[config.mk]
export PLATFORM = sky130hd
export DESIGN_NAME = pftc_ram
export DESIGN_NICKNAME = d
export VERILOG_FILES = /design/src/sv/pftc_ram.sv
export SDC_FILE = /design/constraint.sdc
export NUM_CORES = 2
export LEC_CHECK = 0
export BUFFER_PORTS_ARGS = -buffer_cell sky130_fd_sc_hd__buf_2
export CAP_MARGIN = 20
export CORE_MARGIN = 3
export CORE_UTILIZATION = 45
export CTS_CLUSTER_SIZE = 20
export DETAILED_ROUTE_END_ITERATION = 8
export PLACE_DENSITY = 0.66
export RECOVER_POWER = 25
export SLEW_MARGIN = 40
export SYNTH_ARGS = -nofsm -noshare
export SYNTH_HDL_FRONTEND = slang
export SYNTH_SLANG_ARGS = --single-unit
[constraint.sdc]
create_clock -name clk -period 4.5 [get_ports clk]
set_clock_uncertainty 0.05 [all_clocks]
set_input_delay 0.45 -clock clk [delete_from_list [all_inputs] [get_ports clk]]
set_output_delay 0.45 -clock clk [all_outputs]
set_load 0.01 [all_outputs]
[src/sv/pftc_ram.sv]
// pftc_ram: generic single-port-write, single-read synchronous RAM.
// Registered read. No dependencies.
module pftc_ram #(
  parameter int WIDTH = 32,
  parameter int DEPTH = 128
) (
  input  logic                     clk,
  input  logic                     we,
  input  logic [$clog2(DEPTH)-1:0] waddr,
  input  logic [WIDTH-1:0]         wdata,
  input  logic [$clog2(DEPTH)-1:0] raddr,
  output logic [WIDTH-1:0]         rdata
);
  logic [WIDTH-1:0] mem [DEPTH];
  always_ff @(posedge clk) begin
    if (we) mem[waddr] <= wdata;
    rdata <= mem[raddr];
  end
endmodule

### Word level (Yosys, flattened, before mapping)

Memory sizes are Yosys's and may differ from the RTL's. A register that Yosys moved wholly into a read port is not among the register bits.
Index checks and enable logic that the tools add are counted.

* mux-type cells: 2

Operators by type and width (number)
* $mux 1: 2

* word-level logic and storage cells: 3
* bits of input ports: 48
* memories: 1
* output and inout port bits: 32
* register bits: 0
* RAM bits: 4096

Memory list
* mem: words 128, width 32, rd ports 1, clocked after memory_dff 1, wr ports 1, RTL line 14 `logic [WIDTH-1:0] mem [DEPTH];`

### Longest topological paths before layout

* word-level depth: 2
* gate-level depth with buffers: 8
* mapped depth without buffers: 4

### Least setup slack after synthesis

Ideal clock, no wire load.

* path type: input -> register
* from: input port we
* to: memory mem[98][0], enable pin
* required time: 3.989 ns
* library setup time: 0.461 ns
* arrival time: 3.228 ns
* buffers on the path: 1
* setup slack: 0.761 ns
* stages: 3
* cells stage by stage: clkbuf_1 nand4_1 nor3_1

* cells in the longest elaborated chain, start to end: 2

RTL lines
* from (decl): RTL line 8 `input logic we,`
* $mux 1: RTL line 16 `if (we) mem[waddr] <= wdata;`
* $mux 1 (implied by the code): RTL line 16
* to (decl): RTL line 14

Every way passes these cells.

### Worst setup path after layout

* from: input port wdata[29]
* to: memory mem[39][29], data pin

RTL lines
* from (decl): RTL line 10 `input logic [WIDTH-1:0] wdata,`

Straight into the memory's write port.

==> results_dict.tcl <==
set metrics [dict create \
    run_status "finished, violations left" \
    violations "capacitance limit, slew limit" \
    post_dp_cell_area_sq_um 166000 \
    unrepaired_setup_endpoints_after_global_routing "no" \
    ys_ff_latch 4128 \
    synthesized_area_per_cell_sq_um 26.1 \
    synth_top_cell_area_share 0.787 \
    dr.pass1.iters 6 \
    synthesis.yosys.warnings 0 \
    placement.io_buffers 79 \
    powerDensity_nw_per_um2 443 \
    layout_area_overhead_pct 14.5 \
    insertion_delay_ps 970 \
    final_design_area_no_fill_sq_um 179000 \
    timing.critical_path.slowest_cell_delay_ps 2200 \
    viasPerCell 6.24 \
    worst-setup-path-type "in -> reg" \
    critical_path.cell_chain "dlygate4sd3_1 -> clkbuf_1 -> buf_4" \
    die_height_um 595 \
    timing.final.crit_share 0.779 \
    route.detailed.wl_per_inst_um 36.0 \
    total_power_mw 79.2 \
    critical_path_buf_inv_count 3 \
    dieArea_sq_um 354000 \
    dp_cells 10700 \
    static-leakage-power_nw 54.6 \
    seq_area_frac_synth 0.791 \
    cts_buffers 392 \
    drt_wl_total_mm 414 \
    max_clock_freq_mhz 285 \
    slew_viol_final 957 \
    crit_arrival_ps 4080 \
    fin_nets 6577 \
    antenna_found_initial 61 \
    worst_ir_drop_vdd_uv 318 \
    timing_hold_violations_final 0 \
    cts_setup_buffers 0 \
    netlist_instances 5990 \
    synth_largest_area_cell "edfxtp_1" \
    r2r_start "mem[55][5]" \
    post_cts_resize_count 0 \
    dp_slack_ps 662 \
    cpLargestDelayFamily "buffers and inverters" \
    syn-cell-area_sq_um 156000 \
    synth.top_cells.by_area "edfxtp_1, mux4_2, clkbuf_1" \
    finalNonFillerCells 11500 \
    fp.dieW_um 595 \
    cts_hold_repair.buffers 23 \
    gp_congestion 0.839 \
    final.fill_count 25700 \
    grt_start_max_net_pins 113 \
    max_slew.worst_pin.slew_ps 3560 \
    vias 71600 \
    hp-class "in -> reg" \
    worst_setup_path_startpoint "wdata[29]" \
    syn_nets 6038 \
    row_count 215 \
    highest_delay_cell_along_the_critical_path "clkbuf_1" \
    hold_ws_ps 111 \
    grt_pass1_vias 71900 \
    global_route_wire_length_before_repair_mm 578 \
    slew_headroom -1.37 \
    hold_path.startpoint "raddr[5]" \
    critical_path.endpoint_type "register" \
    final_util 0.520 \
    setup_tns_ps 0 \
    initial_core_util 0.454 \
    worst_ep_required_time_ps 5070 \
    drc_errors 0 \
    path_clk_slew_ps 60 \
    finalWorstPathRequiredPeriod_ps 3500 \
    antenna_violating_nets_post_route 0 \
    final_cell_mix "edfxtp_1, mux4_2, clkbuf_16" \
    crit_path_max_fanout 53 \
    startpoint_type "primary input" \
    worst_slack_ps 996 \
    cts_root_buffer "clkbuf_16" \
    post_synth_num_cell_types 17 \
    mostFrequentLayoutCell "edfxtp_1" \
    core_sq_um 344000 \
    grt-ovfl-total 0 \
    cts_max_level 5 \
    i_o_pins 80 \
    timing.max_cap.violations 17 \
    tritoncts_clock_tree "built" \
    gr-usage-all-layers 0.234 \
    first_iter_violations 10800 \
    hpwl_mm 234 \
    timing.final.setup_violations 0 \
    clockBufferDepth 4 \
    post_route_cells_drive_above_1_share 0.361 \
    cts.sinks 4128 \
]
[metal layers]
layer  vias to the layer above  routed length, um  track usage
met5                         -                114            0
met4                        16              15500       0.0805
met3                       562              44700       0.0481
met2                      4249             198000        0.364
met1                     39300             156000        0.331
li1                      27500                  -            -
[worst paths after layout]
path	to	slack, ps	cells past startpoint
worst max-delay path	mem[39][29]	1000	3
worst max register to register	rdata[5]	1820	4
worst min-delay path	rdata[25]	110	2
worst min register to register	rdata[2]	1070	4
[cells in the mapped netlist]
library cell,instances
mux4_2,1344
nor3_1,9
nand2b_1,2
nor2b_1,7
nor2_1,122
dfxtp_1,32
nand3_1,12
nand4_1,3
or3_1,1
buf_2,79
buf_6,2
clkbuf_1,182
mux2_2,32
nand2_1,14
buf_1,50
edfxtp_1,4096
buf_4,3
[cell families after synthesis]
family | count (synthesis) | share of synthesized area
simple gates | 170 | 0.00446
buf+inv | 316 | 0.00839
mux | 1376 | 0.196
flops | 4128 | 0.791
[registers in the layout, indices dropped and copies added (netlist names)]
register / count
mem: 4096
rdata: 32
[where the power goes]
part | internal, mW | switching, mW
Combinational | 1.64 | 2.59
Clock | 18.1 | 14.2
Sequential | 42.5 | 0.201
Total | 62.2 | 17.0
[worst register-to-register path, stage by stage (launching register included)]
cell and delay, ps:
edfxtp_1 360, mux4_2 470, mux4_2 640, mux4_2 720, mux2_2 350
[area by class of cell]
class,count,area (sq um),share of cell area
repair buffers,461,4550,0.0254
flip-flops and latches,4128,124000,0.691
clock inverters,219,2140,0.0120
diodes,78,195,0.00109
well taps,4557,5700,0.0319
clock buffers,500,10400,0.0582
multi-input cells,1546,32300,0.181
Note: power is estimated with default switching activity, not from simulation.
