===== config.mk =====
export PLATFORM = sky130hd
export DESIGN_NAME = pftc_div
export DESIGN_NICKNAME = d
export VERILOG_FILES = /design/src/sv/pftc_pkg.sv /design/src/sv/pftc_div.sv
export SDC_FILE = /design/constraint.sdc
export NUM_CORES = 1
export LEC_CHECK = 0
export BUFFER_PORTS_ARGS = -buffer_cell sky130_fd_sc_hd__buf_2
export CAP_MARGIN = 20
export CORE_ASPECT_RATIO = 0.6
export CORE_MARGIN = 3
export CORE_UTILIZATION = 45
export DETAILED_ROUTE_END_ITERATION = 7
export PLACE_DENSITY = 0.69
export RECOVER_POWER = 50
export SKIP_CTS_REPAIR_TIMING = 1
export SYNTH_ARGS = -nofsm -noshare
export SYNTH_HDL_FRONTEND = slang
export SYNTH_SLANG_ARGS = --single-unit

===== constraint.sdc =====
create_clock -name clk -period 2.6 [get_ports clk]
set_input_delay 0.52 -clock clk [delete_from_list [all_inputs] [get_ports clk]]
set_output_delay 0.52 -clock clk [all_outputs]
set_load 0.02 [all_outputs]

===== src/sv/pftc_pkg.sv =====
// pftc_pkg: types and constants for the permutation FDR threshold counter.
// No dependencies.
package pftc_pkg;
  typedef enum logic [1:0] {
    OP_LOAD = 2'd0,
    OP_OBS  = 2'd1,
    OP_PERM = 2'd2,
    OP_READ = 2'd3
  } opcode_t;

  typedef enum logic [1:0] {
    MODE_TWO_SIDED = 2'd0,
    MODE_GREATER   = 2'd1,
    MODE_LESS      = 2'd2,
    MODE_NONE      = 2'd3
  } mode_t;

  localparam logic CFG_MODE      = 1'b0;
  localparam logic CFG_NUM_PERMS = 1'b1;

  localparam int OBS_W  = 20;
  localparam int PERM_W = 32;
  localparam int VAL_W  = 32;
  localparam int IDX_W  = 7;
  localparam int FDR_W  = 32;
  localparam int NP_W   = 16;
  localparam logic [FDR_W-1:0] FDR_MAX = '1;

  // pass test on 33-bit exact arithmetic
  function automatic logic passes(input logic [1:0] mode, input logic signed [31:0] v,
                                  input logic signed [31:0] c);
    logic signed [32:0] x;
    logic signed [32:0] cc;
    logic signed [32:0] ax;
    x  = {v[31], v};
    cc = {c[31], c};
    ax = x[32] ? -x : x;
    case (mode)
      MODE_TWO_SIDED: passes = ax > cc;
      MODE_GREATER:   passes = x > cc;
      MODE_LESS:      passes = x < -cc;
      default:        passes = 1'b0;
    endcase
  endfunction
endpackage


===== src/sv/pftc_div.sv =====
// pftc_div: restoring divider, one quotient bit per cycle, saturating to 32 bits.
// Depends on pftc_pkg.
module pftc_div (
  input  logic                          clk,
  input  logic                          rst_n,
  input  logic                          start,
  input  logic [pftc_pkg::PERM_W-1:0]   perm,
  input  logic [pftc_pkg::NP_W+pftc_pkg::OBS_W-1:0] den,
  output logic                          done,
  output logic [pftc_pkg::FDR_W-1:0]    quot
);
  localparam int NW = pftc_pkg::PERM_W + 16;
  localparam int DW = pftc_pkg::NP_W + pftc_pkg::OBS_W;
  logic [NW-1:0] num_r, num_nxt;
  logic [DW:0]   rem_r, rem_nxt;
  logic [NW-1:0] q_r, q_nxt;
  logic [DW-1:0] den_r, den_nxt;
  logic [5:0]    cnt_r, cnt_nxt;
  logic          busy_r, busy_nxt;
  logic [DW+1:0] trial;
  logic [DW:0]   sh;

  always_comb begin
    num_nxt = num_r; rem_nxt = rem_r; q_nxt = q_r; den_nxt = den_r;
    cnt_nxt = cnt_r; busy_nxt = busy_r;
    sh = {rem_r[DW-1:0], num_r[NW-1]};
    trial = {1'b0, sh} - {2'b00, den_r};
    if (start) begin
      num_nxt = {perm, 16'h0000}; rem_nxt = '0; q_nxt = '0; den_nxt = den;
      cnt_nxt = 6'(NW); busy_nxt = 1'b1;
    end else if (busy_r) begin
      num_nxt = num_r << 1;
      if (!trial[DW+1]) begin
        rem_nxt = trial[DW:0]; q_nxt = {q_r[NW-2:0], 1'b1};
      end else begin
        rem_nxt = sh; q_nxt = {q_r[NW-2:0], 1'b0};
      end
      cnt_nxt = cnt_r - 6'd1;
      if (cnt_r == 6'd1) busy_nxt = 1'b0;
    end
  end

  always_ff @(posedge clk) begin
    if (!rst_n) begin
      busy_r <= 1'b0; cnt_r <= '0; done <= 1'b0;
    end else begin
      busy_r <= busy_nxt; cnt_r <= cnt_nxt;
      done <= busy_r && cnt_r == 6'd1;
    end
    num_r <= num_nxt; rem_r <= rem_nxt; q_r <= q_nxt; den_r <= den_nxt;
  end

  assign quot = (|q_r[NW-1:pftc_pkg::FDR_W]) ? pftc_pkg::FDR_MAX : q_r[pftc_pkg::FDR_W-1:0];
endmodule


* Word-level counts from Yosys, hierarchy flattened
Cells that the tools add are included.
** Word-level totals
- Register bits after elaboration :: 160
- Output and inout port bits :: 33
- Logic and storage cells :: 26
- Input port bits :: 71
** Cells by class
- Bitwise gates (word level) :: 1
- Add/subtract/negate cells :: 2
- Reduce and logical (&&, ||, !) cells :: 4
- Equal/unequal tests :: 1
- Muxes and demuxes :: 10
** Operators with widths (number)
- $mux 48 :: 2
- $sub 37x36->38 :: 1
- $mux 36 :: 1
- $mux 32 :: 1
- $reduce_or 16->1 :: 1
- $mux 6 :: 2
- $eq 6x1->1 const B :: 1
- $sub 6x1->6 const B :: 1
- $mux 1 :: 4
- $reduce_bool 2->1 :: 1
- $reduce_or 2->1 :: 1
- $logic_and 1x1->1 :: 1
- $not 1->1 :: 1

* Depth between registers and ports, before layout
Gate-level depths: netlist (run 1).
- Depth in word-level cells :: 4
- Mapped depth :: 13
- Gate-level depth less buffers :: 12

* Worst setup path after synthesis (run 1)
Ideal clock, no wire load.
- Path kind :: register to register
- Start point :: register den_r[25]
- End point :: register rem_r[0]
- Slack :: 66 ps
- Data required time :: 2483 ps
- Clock period less this slack :: 2534 ps
- Library setup time :: 117 ps
- Arrival time :: 2417 ps
- Stages on the path, launching flop included :: 13
- Path buffers :: 1
- Cells stage by stage :: edfxtp_1 inv_1 ha_1 a21o_1 a21oi_2 o21a_1 o21ai_1 a311o_1 a31oi_4 o21ai_4 buf_6 mux2i_1 a22o_1
** Between the ends
- Longest elaborated chain between the ends :: 2
** Ends and longest elaborated chain
- start: declaration :: RTL line pftc_div.sv:17 : logic [DW-1:0] den_r, den_nxt;
- start signal: assignment :: RTL line pftc_div.sv:50 : num_r <= num_nxt; rem_r <= rem_nxt; q_r <= q_nxt; den_r <= den_nxt;
- $sub 37x36->38 :: RTL line pftc_div.sv:27 : trial = {1'b0, sh} - {2'b00, den_r};
- $mux 36 :: RTL line pftc_div.sv:33 : if (!trial[DW+1]) begin
- end signal: assignment :: RTL line pftc_div.sv:50
- end: declaration :: RTL line pftc_div.sv:15 : logic [DW:0] rem_r, rem_nxt;
No other way between the ends.
A chain may end at the register's enable or synchronous reset.

* Worst setup path in the final report (run 1)
- Start point :: register den_r[0]
- End point :: register rem_r[28]
The elaborated chain is that of the path after synthesis.

==> flow_summary.ini, run 1 <==
[run_status]
status = complete, but fails checks
violations = negative setup slack

[timing]
fin_ws_ps = -201
setup_viol = 36
rsz0062_at_grt = yes
fin_crit_sh_pct = 108
max_slew.worst_pin.slew_ps = 1340
fin_skew_ps = 15.8
maxSlewHeadroom_pct = 10.5
drv_slew = 0
hold_viol_final = 0
min_period_ps = 2800
fmax_mhz = 357

[clock_network]
htree_levels = 4
cts_root_buf = clkbuf_16
cts_tree = yes
cts_max_path_buffers = 2
clkLatencyLatePin_ps = 430
clkTransAtPathRegs_ps = 70
clkSinkCount = 160
cts_inserted_buffers = 17

[worst_setup_path]
worst_ep_arrival_time_ps = 3120
endpoint_kind = register
r2r_start = den_r[0]
cp.required_ps = 2920
r2r_cells = 12
path_class = register to register
r2r_slack_ps = -200
timing.rr.end = rem_r[28]
cp_max_fo = 4
crit_path_start_kind = register

[placement]
dpl.hpwl_um = 14000
dp_slack_ps = -243
placed_cell_area_sq_mm = 0.00973
gp_congestion = 0.914
port_buffers = 103
place_inst = 1201

[detailed_routing]
dr.pass1.iters = 5
routed_via_density = 5.29
routed_wl_um = 20400
drtIter0Drc = 297
vias = 6556
wl_per_cell_um = 16.4
postRouteAntennaNets = 0
drc_errors = 0

[synthesis]
synth_seq_area_share_pct = 46.3
synth_cells = 817
ys.flop_type = dfxtp_1
syn_nets = 927
yosysWarnings = 0
synth-async-reset-ratio_pct = 0
yosysTopAreaCell = edfxtp_1
ys_types = 63
synth_edf_count = 68
synth_area_sq_mm = 0.00839
yosysTopAreaCellShare_pct = 24.3
ys_ff_latch = 160
synth_area_leaders = edfxtp_1 24%, dfxtp_1 22%, mux2i_1 9.7%, ha_1 5.7%, nor2_1 4.7%
syn_area_per_cell_sq_um = 10.3

[global_route]
grt_pass1_wl_um = 31800
grt_pass1_vias = 6228
grt_usage_pct = 19.1
grt_overflow_total = 0
grt_max_degree = 80
antenna_found_initial = 2

[final_layout]
multiInputGateArea_sq_mm = 0.00443
n_antenna_cell = 0
area_growth_pct = 28.3
num-fill-cells = 1522
final_cell_mix = 103 x nor2_1, 100 x buf_2, 92 x dfxtp_1
seq_area_sq_mm = 0.00388
design_area_sq_mm = 0.0108
layout_commonest_cell = nor2_1
final_nets = 1103
layout-drive-gt1-share_pct = 34.2
layout.cells.non_filler = 1240

[worst_hold_path]
holdCritStartpoint = den[12]
hold_path_end = den_r[12]
holdPathStages = 1
min-delay-path-class = primary input to register

[flow_run]
maxCapViolCount = 0

[die]
die_h_um = 112
dieArea_sq_mm = 0.0204
coreArea_sq_mm = 0.0177
num_io_pins = 104
die_w_um = 182
start_util_pct = 47.4
fp-row-count = 37

[power_and_ir_drop]
p_total_mw = 7.35
p_leak_nw = 4.74
power.density_mw_per_mm2 = 683
vdd_drop_max_uv = 563
## registers in the layout, indices dropped and copies added, names as in the netlist
name	count
q_r	48
den_r	36
rem_r	36
num_r	32
cnt_r	6
busy_r	1
done	1
## how the worst max path moves through the flow
stage	end	cells after the start	startpoint	slack [ps]
finish	rem_r[28]	12	den_r[0]	-200
floorplan	rem_r[0]	12	den_r[25]	70
global route	rem_r[28]	12	den_r[0]	-310
CTS	rem_r[31]	10	den_r[3]	-270
global placement	rem_r[31]	10	den_r[3]	-240
detailed placement	rem_r[31]	10	den_r[3]	-240
## where the power goes
part           total [mW]  switching [mW]  internal, mW  leakage [nW]
Sequential           2.89          0.0938          2.80          1.42
Combinational        1.78           0.904         0.877          3.00
Clock                2.68            1.07          1.61         0.318
## critical path, cell delays in order, from the launching register on
cell and delay [ps]:
edfxtp_1 420, ha_4 200, fa_2 420, nor2b_4 160, o31ai_4 70, a311o_1 430, nand2_4 150, a31oi_4 120
buf_6 150, mux2i_1 140, nand3_1 80, and3_4 180, nor4_2 170
## cell families (layout without fill, tap and decap cells)
| logic type | Yosys count | count (layout) | synth area share, % |
|---|---|---|---|
| AND/OR/NAND/NOR | 230 | 230 | 13.0 |
| flip-flops | 160 | 160 | 46.3 |
| AO/OA/AOI/OAI | 154 | 154 | 13.1 |
| multiplexers | 112 | 112 | 13.8 |
| buffers and inverters | 88 | 277 | 4.33 |
| adder cells (fa/ha/maj) | 39 | 39 | 5.91 |
| XOR/XNOR | 34 | 34 | 3.55 |
## through the flow
stage | hold slack [ps] | TNS (ps) | utilization [%]
floorplan | 453 | 0 | -
global placement | 476 | -1610 | 55.0
detailed placement | 483 | -2910 | 55.0
CTS | 250 | -4130 | 58.7
global route | 247 | -8030 | 60.8
finish | 259 | -3710 | 60.8
## layout make-up
type	count	share of cell area, %
multi-input combinational	569	41.2
sequential	160	36.1
timing repair buffer	200	12.5
clock buffer	25	5.20
tap	234	2.72
inverter	45	1.57
clock inverter	7	0.756
## metal layers
layer / global-route usage [%] / share of wire, % / routed length (um) / vias to the layer above
li1: - / - / - / 3275
met5: 0 / 0.13 / 27 / -
met2: 24.7 / 40 / 8090 / 168
met4: 4.67 / 1.2 / 236 / 4
met3: 6.76 / 7.6 / 1560 / 27
met1: 29.9 / 51 / 10500 / 3082
## cell usage after synthesis (all sizes together) (5+ instances only)
master,count
nor2,104
dfxtp,92
mux2i,81
edfxtp,68
inv,45
ha,38
a21oi,34
nand2,32
or2,32
a211oi,31
mux2,31
clkbuf,28
o21ai,24
xnor2,19
buf,15
xor2,15
a21o,10
nand3,10
and3,9
nor2b,9
nor3,8
o21a,8
a31oi,7
nor4,6
o211ai,6
nand2b,5
o21bai,5
Power figures use the tool's default switching activity.
==> run 2, diff against run 1 <==
--- a/config.mk
+++ b/config.mk
@@ -9,9 +9,9 @@
 export CAP_MARGIN = 20
 export CORE_ASPECT_RATIO = 0.6
 export CORE_MARGIN = 3
-export CORE_UTILIZATION = 45
+export CORE_UTILIZATION = 53
 export DETAILED_ROUTE_END_ITERATION = 7
-export PLACE_DENSITY = 0.69
+export PLACE_DENSITY = 0.79
 export RECOVER_POWER = 50
 export SKIP_CTS_REPAIR_TIMING = 1
 export SYNTH_ARGS = -nofsm -noshare
==> constraint.sdc (replaced) <==
create_clock -name clk -period 2.3 [get_ports clk]
set_input_delay 0.46 -clock clk [delete_from_list [all_inputs] [get_ports clk]]
set_output_delay 0.46 -clock clk [all_outputs]
set_load 0.02 [all_outputs]
==> run 2 against run 1 <==
The flow still finishes with violations (negative setup slack). Global-route usage increased by 3.8 points. Die area down 14%. Design area increased by 7.1%. Highest routed layer unchanged. First-iteration DRC count is 130% higher. Core utilization grew 16 points. Sequential power up 13%.
==> flow_summary.ini, run 2 (same netlist as run 1, synthesis figures left out) <==
[clock_network]
cts_tree = yes
cts_inserted_buffers = 17
cts_root_buf = clkbuf_16
clkTransAtPathRegs_ps = 70
htree_levels = 4
clkSinkCount = 160
cts_max_path_buffers = 2
clkLatencyLatePin_ps = 430

[detailed_routing]
routed_wl_um = 22900
dr.pass1.iters = 7
postRouteAntennaNets = 0
routed_via_density = 5.73
wl_per_cell_um = 18.1
drc_errors = 0
drtIter0Drc = 692
vias = 7218

[timing]
setup_viol = 69
fin_ws_ps = -608
maxSlewHeadroom_pct = 37.7
finalHoldWorstSlack_ps = 201
hold_viol_final = 0
rsz0062_at_grt = yes
fmax_mhz = 344
fin_skew_ps = 13.2
drv_slew = 0
max_slew.worst_pin.slew_ps = 933
fin_crit_sh_pct = 126
min_period_ps = 2910

[worst_setup_path]
path_class = register to register
cp_max_fo = 4
r2r_cells = 12
cp_cell_sequence = ha_4 -> fa_2 -> nor2b_4 -> o31ai_4 -> a311o_1 -> nand2_2 -> a31oi_4 -> nand2b_1 -> buf_6 -> xor2_2 -> mux2i_1 -> a211oi_1
endpoint_kind = register
critical-path-slowest-cell = edfxtp_1
cp.required_ps = 2620
cp.depth = 12
crit_path_start_kind = register
cp_top_family = compound AO/OA/AOI/OAI gates
cp.buffers_inverters = 1
slowest_delay_ps = 420
worst_ep_arrival_time_ps = 3230

[worst_hold_path]
min-delay-path-class = primary input to register
holdPathStages = 1

[final_layout]
final_nets = 1159
num-fill-cells = 961
final_cell_mix = 132 x buf_4, 103 x nor2_1, 91 x dfxtp_1
layout-drive-gt1-share_pct = 38.8
top_register = q_r
largest_reg_flops = 48
reg_top3 = q_r: 48 flops, den_r: 36 flops, rem_r: 36 flops
area_growth_pct = 37.4
n_antenna_cell = 0
layout_commonest_cell = buf_4

[power_and_ir_drop]
p_total_mw = 8.45
p_leak_nw = 5.03
power.density_mw_per_mm2 = 734
vdd_drop_max_uv = 490

[global_route]
grt_pass1_vias = 6453
grt_usage_pct = 23.0
antenna_found_initial = 1
grt_overflow_total = 0
grt_max_degree = 100
grt_pass1_wl_um = 32500

[die]
die_h_um = 103
die_w_um = 168
dieArea_sq_mm = 0.0174
coreArea_sq_mm = 0.0150
start_util_pct = 56.0
num_io_pins = 104
fp-row-count = 34

[placement]
dpl.hpwl_um = 14000
gp_congestion = 0.952
port_buffers = 103

[run_status]
violations = negative setup slack
status = complete, but fails checks

[flow_run]
maxCapViolCount = 0
==> run 2: changes by cell type in the layout (fill, tap and decap cells not counted), sizes merged <==
cell	change
clkinvlp	+1
clkbuf	-9
buf	+57
clkinv	+1
inv	+6
==> run 2: path summary, 6_finish.rpt <==
kind	slack, ps	from	endpoint
setup / recovery	-610	den_r[0]	rem_r[24]
hold / removal	200	den[9]	den_r[9]
setup reg to reg	-610	den_r[0]	rem_r[24]
hold reg to reg	490	rem_r[34]	rem_r[34]
==> run 2: layout make-up <==
| cell class | count | area [sq um] | share of cell area, % |
|---|---|---|---|
| clock buffer | 17 | 425 | 3.69 |
| tap | 198 | 248 | 2.15 |
| clock inverter | 15 | 184 | 1.60 |
| inverter | 45 | 169 | 1.47 |
| timing repair buffer | 256 | 2020 | 17.5 |
| sequential | 160 | 3890 | 33.7 |
| multi-input combinational | 569 | 4590 | 39.9 |
==> run 2: per-stage QoR <==
stage	area (sq um)	utilization (%)	worst slack, ps	instances	TNS, ps
2_1_floorplan	8530	-	-88.6	817	-1900
3_5_place_dp	10100	67.4	-425	1205	-11800
5_1_grt	11500	76.9	-674	1260	-28360
4_1_cts	10700	71.5	-450	1237	-16230
3_3_place_gp	10100	67.4	-320	1205	-8090
6_report	11500	76.9	-608	1260	-23460
==> run 2: routing by layer <==
layer	up-vias	GRT usage, %	wire length (um)	share of wire (%)
met5	-	0	13	0.057
met4	2	5.66	402	1.8
met3	55	5.28	1620	7.1
met2	317	32.8	9900	43
met1	3444	35.2	10900	48
li1	3400	-	-	-
==> run 2: power by group <==
group / internal [mW] / switching, mW
combinational: 1.13 / 1.15
clock: 1.57 / 1.34
sequential: 3.16 / 0.100
total: 5.86 / 2.60
==> run 3, diff against run 2 <==
--- a/config.mk
+++ b/config.mk
@@ -17,3 +17,4 @@
 export SYNTH_ARGS = -nofsm -noshare
 export SYNTH_HDL_FRONTEND = slang
 export SYNTH_SLANG_ARGS = --single-unit
+export TNS_END_PERCENT = 1
==> run 3 against run 2 <==
Highest routed layer is now met4. Sequential share of layout area grew 1.7 points. First-iteration DRC count shrank 32%. Largest power group unchanged. The flow finishes with violations (max-capacitance violations, max-slew violations, negative setup slack). Register-to-register slack gained 110 ps.
==> flow_summary.ini, run 3 (same netlist as run 1, synthesis figures left out) <==
[die]
fp-row-count = 34
die_h_um = 103
dieArea_sq_mm = 0.0174
start_util_pct = 56.0
num_io_pins = 104
coreArea_sq_mm = 0.0150
die_w_um = 168

[global_route]
grt_max_degree = 89
grt_overflow_total = 0
grt_pass1_vias = 6404
grt_pass1_wl_um = 32800
antenna_found_initial = 0
grt_usage_pct = 23.4

[final_layout]
largest_reg_flops = 48
final_nets = 1151
layout-drive-gt1-share_pct = 36.5
layout_commonest_cell = buf_4
n_antenna_cell = 0
top_register = q_r
layout.cells.non_filler = 1252
final_cell_mix = 139 x buf_4, 103 x nor2_1, 100 x buf_2
reg_top3 = q_r: 48 flops, den_r: 36 flops, rem_r: 36 flops
area_growth_pct = 30.8

[timing]
fin_crit_sh_pct = 122
fin_ws_ps = -497
hold_viol_final = 0
maxSlewHeadroom_pct = -13.0
rsz0062_at_grt = yes
setup_viol = 69
fin_skew_ps = 12.8
min_period_ps = 2800
drv_slew = 89
finalHoldWorstSlack_ps = 201
max_slew.worst_pin.slew_ps = 1690
fmax_mhz = 358

[power_and_ir_drop]
power.density_mw_per_mm2 = 752
vdd_drop_max_uv = 605
power.switching_mw = 2.51
combPwrFrac_pct = 24.8
p_seq_share_pct = 39.5
p_leak_nw = 4.96
power.share.switching_pct = 30.5
p_total_mw = 8.25
intPower_mw = 5.73
power_frac_clock_pct = 35.7

[detailed_routing]
vias = 6805
postRouteAntennaNets = 0
dr.pass1.iters = 5
wl_per_cell_um = 16.1
routed_wl_um = 20200
routed_via_density = 5.44
drtIter0Drc = 469
drc_errors = 0

[run_status]
violations = max-capacitance violations, max-slew violations, negative setup slack
status = complete, but fails checks

[worst_setup_path]
critical-path-slowest-cell = a311o_1
cp_cell_sequence = ha_4 -> fa_2 -> nor2b_4 -> o31ai_2 -> a311o_1 -> nand2_2 -> a221oi_2 -> buf_4 -> o31ai_2 -> mux2i_1 -> a41o_1 -> a211oi_2
worst_path_most_repeated_cell = o31ai_2
crit_start = den_r[0]
r2r_cells = 12
cp.buffers_inverters = 1
endpoint_kind = register
cp.depth = 12
crit_path_start_kind = register
slowest_delay_ps = 420
cp_max_fo = 4
worst_ep_arrival_time_ps = 3140
cp_top_family = compound AO/OA/AOI/OAI gates
path_class = register to register
r2r_start = den_r[0]
cp.required_ps = 2640

[worst_hold_path]
holdPathStages = 1
holdCritStartpoint = den[6]
min-delay-path-class = primary input to register

[placement]
gp_congestion = 0.931
place_inst = 1215
port_buffers = 103
dp_slack_ps = -429
dpl.hpwl_um = 14200

[clock_network]
cts_max_path_buffers = 2
clkSinkCount = 160
cts_tree = yes
cts_root_buf = clkbuf_16
clkLatencyLatePin_ps = 430
cts_inserted_buffers = 17
clkTransAtPathRegs_ps = 80
htree_levels = 4

[flow_run]
maxCapViolCount = 1
run 3: path summary, 6_finish.rpt:
| path | endpoint | slack [ps] |
|---|---|---|
| max | rem_r[18] | -500 |
| max reg2reg | rem_r[18] | -500 |
| min | den_r[6] | 200 |
| min reg2reg | rem_r[34] | 490 |
run 3: cell type report:
type	instances	area, sq um
multi-input combinational	569	4400
fill	1048	4010
sequential	160	3890
timing repair buffer	248	1640
clock buffer	18	450
tap	198	248
clock inverter	14	175
inverter	45	169
run 3: metal layers:
metal / GRT usage, % / wire, um / share of wire [%] / up-vias
met5: 0 / 0 / 0 / -
met4: 4.59 / 174 / 0.86 / 0
met3: 5.73 / 1200 / 5.9 / 13
met2: 34.4 / 8550 / 42 / 191
met1: 35.4 / 10200 / 51 / 3222
li1: - / - / - / 3379
run 3: power groups by stage:
stage               clock [mW]  sequential, mW  combinational, mW
floorplan                    0            3.29               1.22
global placement             0            3.31               1.89
detailed placement           0            3.32               1.92
CTS                       2.98            3.26               1.95
global route              3.09            3.28               2.24
finish                    2.94            3.26               2.05
run 3: per-stage QoR:
stage | utilization [%] | setup TNS [ps] | instance area, sq um
2_1_floorplan | - | -2510 | 8510
3_3_place_gp | 68.0 | -8410 | 10200
3_5_place_dp | 68.0 | -11400 | 10200
4_1_cts | 72.2 | -14280 | 10800
5_1_grt | 73.2 | -22860 | 11000
6_report | 73.2 | -13150 | 11000
